<file path="src/hw/rtl/msr_pkg.sv">
package msr_pkg;

  // Field widths of the channel payloads and the configuration register.
  localparam int unsigned ChW    = 3;
  localparam int unsigned WidthW = 12;
  localparam int unsigned ReqW   = 16;
  localparam int unsigned StepW  = 16;

  // Default channel count and the step size after reset.
  localparam int unsigned NumChannelsDef = 5;
  localparam logic [StepW-1:0] StepReset = 16'd20;

  // Item modes.
  localparam logic MODE_TICK = 1'b0;
  localparam logic MODE_SET  = 1'b1;

  // Sequencer states.
  typedef enum logic [1:0] {
    ST_IDLE,
    ST_STEP,
    ST_EMIT
  } seq_state_e;

  // Control handed from the sequencer to the datapath.
  typedef struct packed {
    logic ready;
    logic step_en;
    logic step_first;
    logic emit_en;
    logic seq_last;
  } seq_ctrl_t;

  // Lower pulse-width limit of each channel.
  function automatic logic [WidthW-1:0] limit_lo(input logic [ChW-1:0] ch);
    logic [WidthW-1:0] v;
    unique case (ch)
      3'd0:    v = 12'd700;
      3'd1:    v = 12'd500;
      3'd2:    v = 12'd500;
      3'd3:    v = 12'd700;
      3'd4:    v = 12'd600;
      default: v = 12'd0;
    endcase
    return v;
  endfunction

  // Upper pulse-width limit of each channel.
  function automatic logic [WidthW-1:0] limit_hi(input logic [ChW-1:0] ch);
    logic [WidthW-1:0] v;
    unique case (ch)
      3'd0:    v = 12'd2300;
      3'd1:    v = 12'd1700;
      3'd2:    v = 12'd2400;
      3'd3:    v = 12'd2300;
      3'd4:    v = 12'd2400;
      default: v = 12'd0;
    endcase
    return v;
  endfunction

  // Pulse width of each channel after reset.
  function automatic logic [WidthW-1:0] reset_width(input logic [ChW-1:0] ch);
    logic [WidthW-1:0] v;
    unique case (ch)
      3'd0:    v = 12'd1500;
      3'd1:    v = 12'd1500;
      3'd2:    v = 12'd2000;
      3'd3:    v = 12'd1500;
      default: v = 12'd0;
    endcase
    return v;
  endfunction

endpackage

</file>
<file path="src/hw/rtl/msr_in_if.sv">
interface msr_in_if import msr_pkg::*; ();
  logic              valid;
  logic              ready;
  logic              mode;
  logic [ChW-1:0]    channel;
  logic [ReqW-1:0]   target;

  modport source (output valid, output mode, output channel, output target, input ready);
  modport sink   (input valid, input mode, input channel, input target, output ready);
endinterface

</file>
<file path="src/hw/rtl/msr_out_if.sv">
interface msr_out_if import msr_pkg::*; ();
  logic              valid;
  logic              ready;
  logic [ChW-1:0]    out_channel;
  logic [WidthW-1:0] position;
  logic              all_reached;
  logic              last;

  modport source (output valid, output out_channel, output position, output all_reached,
                  output last, input ready);
  modport sink   (input valid, input out_channel, input position, input all_reached,
                  input last, output ready);
endinterface

</file>
<file path="src/hw/rtl/msr_slew.sv">
module msr_slew import msr_pkg::*; (
  input  logic [WidthW-1:0] cur_i,
  input  logic [WidthW-1:0] tgt_i,
  input  logic [StepW-1:0]  step_i,
  output logic [WidthW-1:0] next_o
);

  logic              up;
  logic [WidthW-1:0] gap;
  logic [StepW-1:0]  cur_ext;

  // Compares for direction, arrival and overshoot, two subtracts for the distance, one add or subtract for the move.
  always_comb begin
    up      = cur_i < tgt_i;
    gap     = up ? (tgt_i - cur_i) : (cur_i - tgt_i);
    cur_ext = {{(StepW-WidthW){1'b0}}, cur_i};
    if (cur_i == tgt_i) begin
      next_o = cur_i;
    end else if ({{(StepW-WidthW){1'b0}}, gap} < step_i) begin
      next_o = tgt_i;
    end else if (up) begin
      next_o = WidthW'(cur_ext + step_i);
    end else begin
      next_o = WidthW'(cur_ext - step_i);
    end
  end

endmodule

</file>
<file path="src/hw/rtl/msr_seq.sv">
module msr_seq import msr_pkg::*; #(
  parameter int unsigned NumChannels = NumChannelsDef,
  localparam int unsigned IdxW = (NumChannels > 1) ? $clog2(NumChannels) : 1
) (
  input  logic            clk_i,
  input  logic            rst_ni,
  input  logic            tick_start_i,
  input  logic            skip_step_i,
  input  logic            emit_free_i,
  output seq_ctrl_t       ctrl_o,
  output logic [IdxW-1:0] idx_o
);

  localparam logic [IdxW-1:0] IdxLast = IdxW'(NumChannels - 1);

  seq_state_e      state_q, state_d;
  logic [IdxW-1:0] idx_q, idx_d;
  logic            at_last;

  assign at_last = idx_q == IdxLast;
  assign idx_o   = idx_q;

  // Next state: a tick walks the step pass, then the report pass; the step pass is skipped while skip_step_i is set.
  always_comb begin
    state_d = state_q;
    unique case (state_q)
      ST_IDLE: begin
        if (tick_start_i) begin
          state_d = skip_step_i ? ST_EMIT : ST_STEP;
        end
      end
      ST_STEP: begin
        if (at_last) begin
          state_d = ST_EMIT;
        end
      end
      ST_EMIT: begin
        if (emit_free_i && at_last) begin
          state_d = ST_IDLE;
        end
      end
      default: state_d = ST_IDLE;
    endcase
  end

  // Outputs toward the datapath.
  always_comb begin
    ctrl_o.ready      = state_q == ST_IDLE;
    ctrl_o.step_en    = state_q == ST_STEP;
    ctrl_o.step_first = idx_q == '0;
    ctrl_o.emit_en    = (state_q == ST_EMIT) && emit_free_i;
    ctrl_o.seq_last   = at_last;
  end

  // Channel index, restarted per tick and per pass.
  always_comb begin
    idx_d = idx_q;
    if (tick_start_i) begin
      idx_d = '0;
    end else if (ctrl_o.step_en || ctrl_o.emit_en) begin
      idx_d = at_last ? '0 : idx_q + 1'b1;
    end
  end

  always_ff @(posedge clk_i or negedge rst_ni) begin
    if (!rst_ni) begin
      state_q <= ST_IDLE;
      idx_q   <= '0;
    end else begin
      state_q <= state_d;
      idx_q   <= idx_d;
    end
  end

endmodule

</file>
<file path="src/hw/rtl/multi_servo_slew_ramp_unit.sv">
// Servo slew-rate limiter for up to five channels.
// Input channel in_i carries one beat per item: mode selects a tick or a
// set-target. A set-target clamps target to the channel's fixed limits,
// stores it and clears the reached flag; it gives no
// output beat, and an out-of-range channel is dropped.
// A tick gives NumChannels output beats on out_o, channel 0 first, each with
// the position after the tick, the reached flag after the tick and last set
// on the final channel.
// A tick walks the channels through one shared slew unit, one channel per
// cycle, then walks them again to load the output register, one beat per
// cycle while the sink takes every beat; in_i is not ready through both walks.
// While reached is set the walk through the slew unit is skipped.
// When the sink stalls the output register holds its beat and the report
// pass waits; after the last beat is loaded in_i is ready again.
// Step size is written through cfg_we_i / cfg_wdata_i; the user must write it
// only while the block is idle, which the block itself does not enforce.
// Reset sets the positions to their rest widths, the targets to zero, the
// reached flag and a step size of 20.
module multi_servo_slew_ramp_unit import msr_pkg::*; #(
  parameter int unsigned NumChannels = NumChannelsDef
) (
  input  logic             clk_i,
  input  logic             rst_ni,
  input  logic             cfg_we_i,
  input  logic [StepW-1:0] cfg_wdata_i,
  msr_in_if.sink           in_i,
  msr_out_if.source        out_o
);

  localparam int unsigned IdxW = (NumChannels > 1) ? $clog2(NumChannels) : 1;

  seq_ctrl_t         ctrl;
  logic [IdxW-1:0]   idx;
  logic [StepW-1:0]  step_q;
  logic [WidthW-1:0] cur_q [NumChannels];
  logic [WidthW-1:0] tgt_q [NumChannels];
  logic              reached_q;
  logic              all_eq_q;
  logic              all_eq_d;
  logic              in_fire;
  logic              tick_start;
  logic              set_ok;
  logic [WidthW-1:0] clamped;
  logic [WidthW-1:0] slew_next;
  logic              emit_free;
  logic              out_valid_q;
  logic [ChW-1:0]    out_ch_q;
  logic [WidthW-1:0] out_pos_q;
  logic              out_all_q;
  logic              out_last_q;

  assign in_fire    = in_i.valid && in_i.ready;
  assign tick_start = in_fire && (in_i.mode == MODE_TICK);
  assign set_ok     = in_fire && (in_i.mode == MODE_SET) && (in_i.channel < ChW'(NumChannels));
  assign emit_free  = !out_valid_q || out_o.ready;
  assign in_i.ready = ctrl.ready;

  msr_seq #(.NumChannels(NumChannels)) u_seq (
    .clk_i       (clk_i),
    .rst_ni      (rst_ni),
    .tick_start_i(tick_start),
    .skip_step_i (reached_q),
    .emit_free_i (emit_free),
    .ctrl_o      (ctrl),
    .idx_o       (idx)
  );

  msr_slew u_slew (
    .cur_i (cur_q[idx]),
    .tgt_i (tgt_q[idx]),
    .step_i(step_q),
    .next_o(slew_next)
  );

  // Clamp the requested width to the channel's limits.
  always_comb begin
    if (in_i.target < {{(ReqW-WidthW){1'b0}}, limit_lo(in_i.channel)}) begin
      clamped = limit_lo(in_i.channel);
    end else if (in_i.target > {{(ReqW-WidthW){1'b0}}, limit_hi(in_i.channel)}) begin
      clamped = limit_hi(in_i.channel);
    end else begin
      clamped = in_i.target[WidthW-1:0];
    end
  end

  // Running check that every channel so far sits on its target.
  assign all_eq_d = (ctrl.step_first || all_eq_q) && (slew_next == tgt_q[idx]);

  // Step size register.
  always_ff @(posedge clk_i or negedge rst_ni) begin
    if (!rst_ni) begin
      step_q <= StepReset;
    end else if (cfg_we_i) begin
      step_q <= cfg_wdata_i;
    end
  end

  // Channel state: positions move in the step pass, targets load on set-target.
  always_ff @(posedge clk_i or negedge rst_ni) begin
    if (!rst_ni) begin
      for (int i = 0; i < NumChannels; i++) begin
        cur_q[i] <= reset_width(ChW'(i));
        tgt_q[i] <= '0;
      end
      reached_q <= 1'b1;
      all_eq_q  <= 1'b1;
    end else begin
      if (ctrl.step_en) begin
        cur_q[idx] <= slew_next;
        all_eq_q   <= all_eq_d;
        if (ctrl.seq_last) begin
          reached_q <= all_eq_d;
        end
      end
      if (set_ok) begin
        tgt_q[in_i.channel[IdxW-1:0]] <= clamped;
        reached_q                     <= 1'b0;
      end
    end
  end

  // Output register, loaded one channel per beat in the report pass.
  always_ff @(posedge clk_i or negedge rst_ni) begin
    if (!rst_ni) begin
      out_valid_q <= 1'b0;
    end else if (ctrl.emit_en) begin
      out_valid_q <= 1'b1;
    end else if (out_o.ready) begin
      out_valid_q <= 1'b0;
    end
  end

  always_ff @(posedge clk_i) begin
    if (ctrl.emit_en) begin
      out_ch_q   <= ChW'(idx);
      out_pos_q  <= cur_q[idx];
      out_all_q  <= reached_q;
      out_last_q <= ctrl.seq_last;
    end
  end

  assign out_o.valid       = out_valid_q;
  assign out_o.out_channel = out_ch_q;
  assign out_o.position    = out_pos_q;
  assign out_o.all_reached = out_all_q;
  assign out_o.last        = out_last_q;

  // Positions only move while no new item can be taken.
  a_step_not_ready: assert property (@(posedge clk_i) disable iff (!rst_ni)
    ctrl.step_en |-> !in_i.ready)
    else $error("channel step while input is ready");

  // The closing beat of a tick reports the highest channel.
  a_last_channel: assert property (@(posedge clk_i) disable iff (!rst_ni)
    (out_o.valid && out_o.last) |-> (out_o.out_channel == ChW'(NumChannels - 1)))
    else $error("last beat on wrong channel");

  // The reached flag only sets at the end of a step pass.
  a_reached_rise: assert property (@(posedge clk_i) disable iff (!rst_ni)
    $rose(reached_q) |-> $past(ctrl.step_en && ctrl.seq_last))
    else $error("reached set outside the end of a step pass");

  // A valid set-target always clears the reached flag.
  a_set_clears: assert property (@(posedge clk_i) disable iff (!rst_ni)
    set_ok |=> !reached_q)
    else $error("set-target left reached set");

  // A beat is never loaded over one that the sink has not taken.
  a_no_overwrite: assert property (@(posedge clk_i) disable iff (!rst_ni)
    ctrl.emit_en |-> (!out_o.valid || out_o.ready))
    else $error("output beat overwritten");

endmodule
</file>
<file path="src/flat_wrapper.sv">
// flat-port wrapper written by rule: the top's interface ports become plain ports
module multi_servo_slew_ramp_unit_flat import msr_pkg::*;
#(
  parameter int unsigned NumChannels = NumChannelsDef
)
  (clk_i, rst_ni, cfg_we_i, cfg_wdata_i, in_i_valid, in_i_mode, in_i_channel, in_i_target, in_i_ready, out_o_valid, out_o_out_channel, out_o_position, out_o_all_reached, out_o_last, out_o_ready);
  msr_in_if in_i_i ();
  msr_out_if out_o_i ();
  input  logic clk_i;
  input  logic rst_ni;
  input  logic cfg_we_i;
  input  logic [StepW-1:0] cfg_wdata_i;
  input wire logic [$bits(in_i_i.valid)-1:0] in_i_valid;
  input wire logic [$bits(in_i_i.mode)-1:0] in_i_mode;
  input wire logic [$bits(in_i_i.channel)-1:0] in_i_channel;
  input wire logic [$bits(in_i_i.target)-1:0] in_i_target;
  output wire logic [$bits(in_i_i.ready)-1:0] in_i_ready;
  output wire logic [$bits(out_o_i.valid)-1:0] out_o_valid;
  output wire logic [$bits(out_o_i.out_channel)-1:0] out_o_out_channel;
  output wire logic [$bits(out_o_i.position)-1:0] out_o_position;
  output wire logic [$bits(out_o_i.all_reached)-1:0] out_o_all_reached;
  output wire logic [$bits(out_o_i.last)-1:0] out_o_last;
  input wire logic [$bits(out_o_i.ready)-1:0] out_o_ready;
  assign in_i_i.valid = in_i_valid;
  assign in_i_i.mode = in_i_mode;
  assign in_i_i.channel = in_i_channel;
  assign in_i_i.target = in_i_target;
  assign in_i_ready = in_i_i.ready;
  assign out_o_valid = out_o_i.valid;
  assign out_o_out_channel = out_o_i.out_channel;
  assign out_o_position = out_o_i.position;
  assign out_o_all_reached = out_o_i.all_reached;
  assign out_o_last = out_o_i.last;
  assign out_o_i.ready = out_o_ready;
  multi_servo_slew_ramp_unit #(.NumChannels(NumChannels)) u_core (.clk_i(clk_i), .rst_ni(rst_ni), .cfg_we_i(cfg_we_i), .cfg_wdata_i(cfg_wdata_i), .in_i(in_i_i), .out_o(out_o_i));
endmodule
</file>
<file path="config.mk">
export PLATFORM = sky130hd
export DESIGN_NAME = multi_servo_slew_ramp_unit_flat
export DESIGN_NICKNAME = d
export VERILOG_FILES = /design/src/hw/rtl/msr_pkg.sv /design/src/hw/rtl/msr_in_if.sv /design/src/hw/rtl/msr_out_if.sv /design/src/hw/rtl/msr_slew.sv /design/src/hw/rtl/msr_seq.sv /design/src/hw/rtl/multi_servo_slew_ramp_unit.sv /design/src/flat_wrapper.sv
export SDC_FILE = /design/constraint.sdc
export NUM_CORES = 1
export LEC_CHECK = 0
export CAP_MARGIN = 20
export CORE_MARGIN = 4
export CORE_UTILIZATION = 50
export DETAILED_ROUTE_END_ITERATION = 6
export DONT_BUFFER_PORTS = 1
export GPL_ROUTABILITY_DRIVEN = 1
export PLACE_DENSITY = 0.74
export SETUP_SLACK_MARGIN = 0.15
export SYNTH_ARGS = -nofsm -noshare
export SYNTH_HDL_FRONTEND = slang
export SYNTH_SLANG_ARGS = --single-unit
</file>
<file path="constraint.sdc">
create_clock -name clk_i -period 5.51 [get_ports clk_i]
set_input_delay 1.102 -clock clk_i [delete_from_list [all_inputs] [get_ports clk_i]]
set_output_delay 1.102 -clock clk_i [all_outputs]
set_load 0.005 [all_outputs]
</file>
==> results of run 1 <==
cells in the mapped netlist (5+ instances only):
| master | n | share of area |
|---|---|---|
| mux2i_1 | 27 | 0.026 |
| nor4_1 | 5 | 0.0030 |
| inv_1 | 48 | 0.017 |
| xnor2_1 | 40 | 0.034 |
| edfxtp_1 | 17 | 0.049 |
| and2_1 | 6 | 0.0036 |
| o21a_1 | 10 | 0.0072 |
| buf_1 | 6 | 0.0022 |
| ha_1 | 65 | 0.078 |
| o211ai_1 | 7 | 0.0050 |
| inv_2 | 6 | 0.0022 |
| buf_2 | 14 | 0.0067 |
| a21oi_1 | 90 | 0.043 |
| o31ai_1 | 5 | 0.0036 |
| nor3_1 | 15 | 0.0072 |
| dfstp_2 | 31 | 0.078 |
| xor2_1 | 7 | 0.0059 |
| buf_6 | 5 | 0.0054 |
| a22o_1 | 8 | 0.0067 |
| nand3_1 | 25 | 0.012 |
| nor2_1 | 111 | 0.040 |
| o21ai_0 | 75 | 0.036 |
| o21ai_1 | 15 | 0.0072 |
| a21o_1 | 14 | 0.010 |
| a31oi_1 | 12 | 0.0072 |
| a22oi_1 | 11 | 0.0079 |
| nand2b_1 | 11 | 0.0066 |
| nand2_1 | 125 | 0.045 |
| mux2_2 | 50 | 0.054 |
| nand4_1 | 7 | 0.0042 |
| nor2b_1 | 15 | 0.0090 |
| mux4_2 | 7 | 0.015 |
| dfrtp_1 | 113 | 0.27 |
| a211oi_1 | 13 | 0.0093 |
| and3_1 | 6 | 0.0036 |
| clkbuf_1 | 22 | 0.0079 |
| buf_4 | 6 | 0.0043 |
per-stage QoR:
step                      area, um2   util
final                         13100  0.642
after floorplan               10500      -
after detailed placement      11500  0.562
after global routing          13100  0.642
after global placement        11500  0.561
after CTS                     12800  0.626
cells by family after synthesis:
group / share of synthesized area
and+or+nand+nor: 0.150
AOI/OAI and AO/OA: 0.185
DFF: 0.397
buffers and inverters: 0.0473
muxes: 0.0970
adders and majority gates: 0.0836
xor gates and xnor gates: 0.0394
state kept, by name (all words and copies together), names as in the netlist:
name                      flops
u_core.cur_q                 60
u_core.out_o.position        12
u_core.out_o.last             1
u_core.step_q                16
u_core.out_o.valid            1
u_core.all_eq_q               1
u_core.out_o.all_reached      1
u_core.reached_q              1
u_core.out_o.out_channel      3
u_core.u_seq.idx_o            3
u_core.tgt_q                 60
u_core.u_seq.state_q          2
routing by layer:
layer	global-route usage	routed length [um]
met4	0.103	1340
met3	0.0636	2400
met2	0.430	15100
met1	0.342	12800
met5	0	0
cell usage in the layout (no fill, tap or decap), types with 10 or more instances in the layout:
cell type / netlist / final
nor3_1: 15 / 14
o21ai_1: 15 / 20
inv_1: 48 / 45
a21oi_2: 1 / 19
o21a_1: 10 / 10
dfrtp_1: 113 / 110
edfxtp_1: 17 / 17
dfstp_2: 31 / 31
a21o_1: 14 / 14
buf_4: 6 / 154
clkbuf_16: 0 / 17
nor2_1: 111 / 104
a21oi_1: 90 / 70
mux2_4: 0 / 12
nor2b_1: 15 / 12
nand2b_1: 11 / 11
mux2i_1: 27 / 24
nand2_1: 125 / 123
mux2_2: 50 / 39
o21ai_0: 75 / 64
ha_1: 65 / 58
xnor2_1: 40 / 40
nand3_1: 25 / 24
final cells by class:
class	instances	share of cell area
clock buffer	18	0.0335
tap	270	0.0258
sequential	161	0.317
inverter	54	0.0157
timing repair buffer	175	0.115
multi-input combinational	850	0.482
clock inverter	14	0.0110
how the worst max path moves through the flow:
stage / to / slack (ns) / depth (start not counted)
2_1_floorplan: u_core.cur_q[12]$_DFFE_PN0P_ / 0.23 / 28
3_3_place_gp: u_core.cur_q[12]$_DFFE_PN0P_ / -0.07 / 29
3_5_place_dp: u_core.cur_q[24]$_DFFE_PN0P_ / -0.19 / 29
4_1_cts: u_core.cur_q[24]$_DFFE_PN0P_ / 0.06 / 33
5_1_grt: u_core.cur_q[26]$_DFFE_PN0P_ / -0.40 / 32
6_report: u_core.cur_q[24]$_DFFE_PN0P_ / -0.26 / 33
worst reg2reg max path: cells and delay by family (launching register included):
family	cells	cell delay, ns
flip-flops	1	0.41
buffers and inverters	9	1.18
AND/OR/NAND/NOR	5	0.57
XOR/XNOR	1	0.15
multiplexers	2	0.49
adder cells (fa/ha/maj)	3	0.81
AO/OA/AOI/OAI	13	2.10
timing repair:
| item | in CTS | in global routing |
|---|---|---|
| endpoints found under the setup margin | 62 | 62 |
| cloned | 3 | 0 |
| resized for setup | 82 | 52 |
| hold buffers | 0 | 0 |
| pin swaps | 19 | 28 |
| buffers inserted | 43 | 9 |
==> impl_metrics.env, run 1 <==
export IMPL_outcome="finished, violations left"
export IMPL_violations="negative setup slack"
export IMPL_reg2reg_setup_slack_ns=-0.26
export IMPL_critPathLaunch="u_core.u_seq.idx_o[0]$_DFFE_PN0P_"
export IMPL_port_buffers=0
export IMPL_regToRegEndpoint="u_core.cur_q[24]$_DFFE_PN0P_"
export IMPL_core_area_um2=20400
export IMPL_clkSinkCount=161
export IMPL_hold_viol=0
export IMPL_required_ns=5.85
export IMPL_critPathSlowestCell="dfrtp_2"
export IMPL_dr_pass1_iters=5
export IMPL_synth_edff_count=17
export IMPL_postSynthCellCount=1119
export IMPL_holdWs_ns=0.350
export IMPL_ioPinCount=60
export IMPL_fill_cells=1567
export IMPL_ys_types=82
export IMPL_cts_root_buf="clkbuf_16"
export IMPL_grt_pass1_wl_um=49300
export IMPL_numCtsBuffers=17
export IMPL_final_layout_size_suffix_gt1_frac=0.322
export IMPL_dp_slack_ns=-0.189
export IMPL_fin_setup_tns_ns=-10.61
export IMPL_vias_per_cell=6.06
export IMPL_setup_ws_ns=-0.263
export IMPL_post_route_drc_count=0
export IMPL_drt_wl_total_um=31700
export IMPL_multi_input_area_um2=6310
export IMPL_crit_type="reg2reg"
export IMPL_final_setup_viol_count=62
export IMPL_die_area_um2=23300
export IMPL_ys_dominant_reg_cell="dfrtp_1"
export IMPL_cp_top_family="compound AO/OA/AOI/OAI gates"
export IMPL_ant_nets=0
export IMPL_max_stage_delay_ns=0.41
export IMPL_first_iter_violations=789
export IMPL_critPathMaxFanout=6
export IMPL_cts_htree_levels=4
export IMPL_ys_async_sr_fraction=0.894
export IMPL_tritoncts="yes"
export IMPL_fin_skew_ns=0.0146
export IMPL_syn_area_um2=10500
export IMPL_post_place_cells=1454
export IMPL_die_w_um=153
export IMPL_start_util=0.512
export IMPL_grt_total_usage=0.264
export IMPL_cp_end_kind="register"
export IMPL_yosysSeqAreaShare=0.397
export IMPL_cp_start_kind="register"
export IMPL_avgSynthCellArea_um2=9.34
export IMPL_rows=52
export IMPL_grt_remaining_overflow=0
export IMPL_syn_nets=1228
export IMPL_routedWlPerCell_um=20.5
export IMPL_clk_path_buf_depth=2
export IMPL_r2r_start="u_core.u_seq.idx_o[0]$_DFFE_PN0P_"
export IMPL_grt_pass1_vias=9267
export IMPL_place_gp_congestion=0.941
export IMPL_dieHeight_um=153
export IMPL_nNetsFinal=1368
export IMPL_register_area_um2=4160
export IMPL_clk_latency_ns=0.45
export IMPL_crit_buf_inv=9
export IMPL_grt_max_degree=145
export IMPL_hpwlAfterDp_um=21500
export IMPL_ys_ff_latch=161
export IMPL_yosysWarnings=0
export IMPL_antenna_found_initial=0
export IMPL_rsz0062_at_grt="true"
export IMPL_max_freq_mhz=173
export IMPL_antenna_cells=0
export IMPL_cp_common_cell="a21oi_1"
export IMPL_max_slew_margin_rel=0.267
export IMPL_slew_violations=0
export IMPL_drv_cap=0
export IMPL_fin_crit_sh=1.05
export IMPL_clkTransAtPathRegs_ns=0.07
export IMPL_vias=9352
export IMPL_worstMarginPinSlew_ns=1.10
export IMPL_period_needed_ns=5.77
export IMPL_area_growth_pct=25.4
export IMPL_fin_cells=1542
export IMPL_cp_arrival_ns=6.11
export IMPL_hold_path_class="in2async"
export IMPL_rr_worst_depth=33
Power of run 1 is not shown: default switching activity piles up to over one toggle a cycle in this logic, so the estimate is an artifact.
==> run 2, diff against run 1 <==
--- a/config.mk
+++ b/config.mk
@@ -5,8 +5,8 @@
 export SDC_FILE = /design/constraint.sdc
 export NUM_CORES = 1
 export LEC_CHECK = 0
-export CAP_MARGIN = 20
-export CORE_MARGIN = 4
+export CAP_MARGIN = 10
+export CORE_MARGIN = 3
 export CORE_UTILIZATION = 50
 export DETAILED_ROUTE_END_ITERATION = 6
 export DONT_BUFFER_PORTS = 1
==> constraint.sdc (replaced) <==
create_clock -name clk_i -period 5.51 [get_ports clk_i]
set_input_delay 0.551 -clock clk_i [delete_from_list [all_inputs] [get_ports clk_i]]
set_output_delay 0.551 -clock clk_i [all_outputs]
set_load 0.005 [all_outputs]
==> run 2 against run 1 <==
Effect of this change:
- the run still ends with negative setup slack left
- non-clock buffer count up 2
- cell count is 0.13% higher
- flip-flop and latch count stayed put
- count of clock-buffer cells in the layout is the same
- clock skew rose by 0.00052 ns
- largest cell class unchanged
- highest routed layer unchanged
==> impl_metrics.env, run 2 (synthesis gave the netlist of run 1 again) <==
export IMPL_clk_latency_ns=0.45
export IMPL_cp_start_kind="register"
export IMPL_critPathSlowestCell="dfrtp_2"
export IMPL_register_area_um2=4160
export IMPL_hold_path_class="in2async"
export IMPL_die_w_um=151
export IMPL_grt_total_usage=0.280
export IMPL_max_slew_margin_rel=0.206
export IMPL_max_stage_delay_ns=0.51
export IMPL_dieHeight_um=151
export IMPL_numCtsBuffers=17
export IMPL_routedWlPerCell_um=20.5
export IMPL_area_growth_pct=26.5
export IMPL_fill_cells=1568
export IMPL_multi_input_area_um2=6420
export IMPL_violations="negative setup slack"
export IMPL_ant_nets=0
export IMPL_ioPinCount=60
export IMPL_post_place_cells=1471
export IMPL_fin_crit_sh=1.02
export IMPL_setup_ws_ns=-0.137
export IMPL_outcome="finished, violations left"
export IMPL_vias_per_cell=6.05
export IMPL_cts_htree_levels=4
export IMPL_post_route_drc_count=0
export IMPL_grt_pass1_wl_um=49800
export IMPL_critPathMaxFanout=11
export IMPL_final_layout_size_suffix_gt1_frac=0.328
export IMPL_dp_slack_ns=-0.141
export IMPL_vias=9345
export IMPL_worstMarginPinSlew_ns=1.18
export IMPL_clk_path_buf_depth=2
export IMPL_slew_violations=0
export IMPL_grt_max_degree=145
export IMPL_fin_skew_ns=0.0151
export IMPL_period_needed_ns=5.65
export IMPL_hpwlAfterDp_um=21900
export IMPL_final_setup_viol_count=52
export IMPL_clkTransAtPathRegs_ns=0.08
export IMPL_hold_viol=0
export IMPL_max_freq_mhz=177
export IMPL_fin_cells=1544
export IMPL_start_util=0.513
export IMPL_reg2reg_setup_slack_ns=-0.14
export IMPL_antenna_cells=0
export IMPL_fin_util=0.649
export IMPL_final_cell_mix="154 x buf_4, 122 x nand2_1, 111 x dfrtp_1"
export IMPL_nNetsFinal=1370
export IMPL_cp_arrival_ns=5.97
export IMPL_first_iter_violations=787
export IMPL_rr_worst_depth=28
export IMPL_grt_pass1_vias=9193
export IMPL_final_common_cell="buf_4"
export IMPL_die_area_um2=22700
export IMPL_fin_setup_tns_ns=-3.76
export IMPL_tritoncts="yes"
export IMPL_rsz0062_at_grt="true"
export IMPL_required_ns=5.83
export IMPL_antenna_found_initial=0
export IMPL_rows=52
export IMPL_largest_registers="u_core.cur_q: 60 flops, u_core.tgt_q: 60 flops, u_core.step_q: 16 flops"
export IMPL_place_gp_congestion=0.916
export IMPL_drv_cap=0
export IMPL_core_area_um2=20400
export IMPL_crit_type="reg2reg"
export IMPL_grt_remaining_overflow=0
export IMPL_cp_end_kind="register"
export IMPL_dr_pass1_iters=5
export IMPL_cts_root_buf="clkbuf_16"
export IMPL_clkSinkCount=161
export IMPL_drt_wl_total_um=31600
export IMPL_port_buffers=0
run 2: final cells by class:
class	count	area share
clock buffer	18	0.0325
clock inverter	14	0.00937
inverter	54	0.0155
multi-input combinational	850	0.486
sequential	161	0.314
tap	270	0.0255
timing repair buffer	177	0.117
run 2: final timing paths:
kind	endpoint	startpoint
max	u_core.cur_q[35]$_DFFE_PN0P_	u_core.u_seq.idx_o[0]$_DFFE_PN0P_
min	u_core.step_q[11]$_DFFE_PN0P_	rst_ni
max reg2reg	u_core.cur_q[35]$_DFFE_PN0P_	u_core.u_seq.idx_o[0]$_DFFE_PN0P_
min reg2reg	u_core.cur_q[18]$_DFFE_PN1P_	u_core.cur_q[18]$_DFFE_PN1P_
max in group asynchronous	u_core.u_seq.idx_o[0]$_DFFE_PN0P_	rst_ni
min in group clk_i	u_core.step_q[2]$_DFFE_PN1P_	cfg_we_i
run 2: through the flow:
step	hold WS [ns]	area, um2
2_1_floorplan	0.255	10500
3_3_place_gp	0.259	11600
3_5_place_dp	0.259	11600
4_1_cts	0.127	12800
5_1_grt	0.101	13200
6_report	0.000225	13200
run 2: timing repair:
| item | 4_1_cts | 5_1_grt |
|---|---|---|
| resized for setup | 90 | 75 |
| hold buffers | 1 | 0 |
| setup buffers | 21 | 15 |
| hold endpoints to repair | 144 | 0 |
| setup endpoints to repair | 62 | 62 |
| pin swaps | 46 | 38 |
| gates cloned | 4 | 0 |
run 2: critical path, delay by kind of cell, from the launching register on:
kind	cells	cell delay (ns)
mux	2	0.81
flops	1	0.51
buf+inv	6	0.72
xor+xnor	1	0.14
simple gates	5	0.63
compound gates	11	2.00
fa+ha+maj	3	0.75
run 2: routing by layer:
layer | global-route usage | share of wire | vias up
met4 | 0.0979 | 0.034 | 0
met1 | 0.370 | 0.42 | 4602
li1 | - | - | 4271
met3 | 0.0485 | 0.066 | 79
met2 | 0.468 | 0.48 | 393
met5 | 0 | 0 | -
Power of run 2 is left out for the same reason.
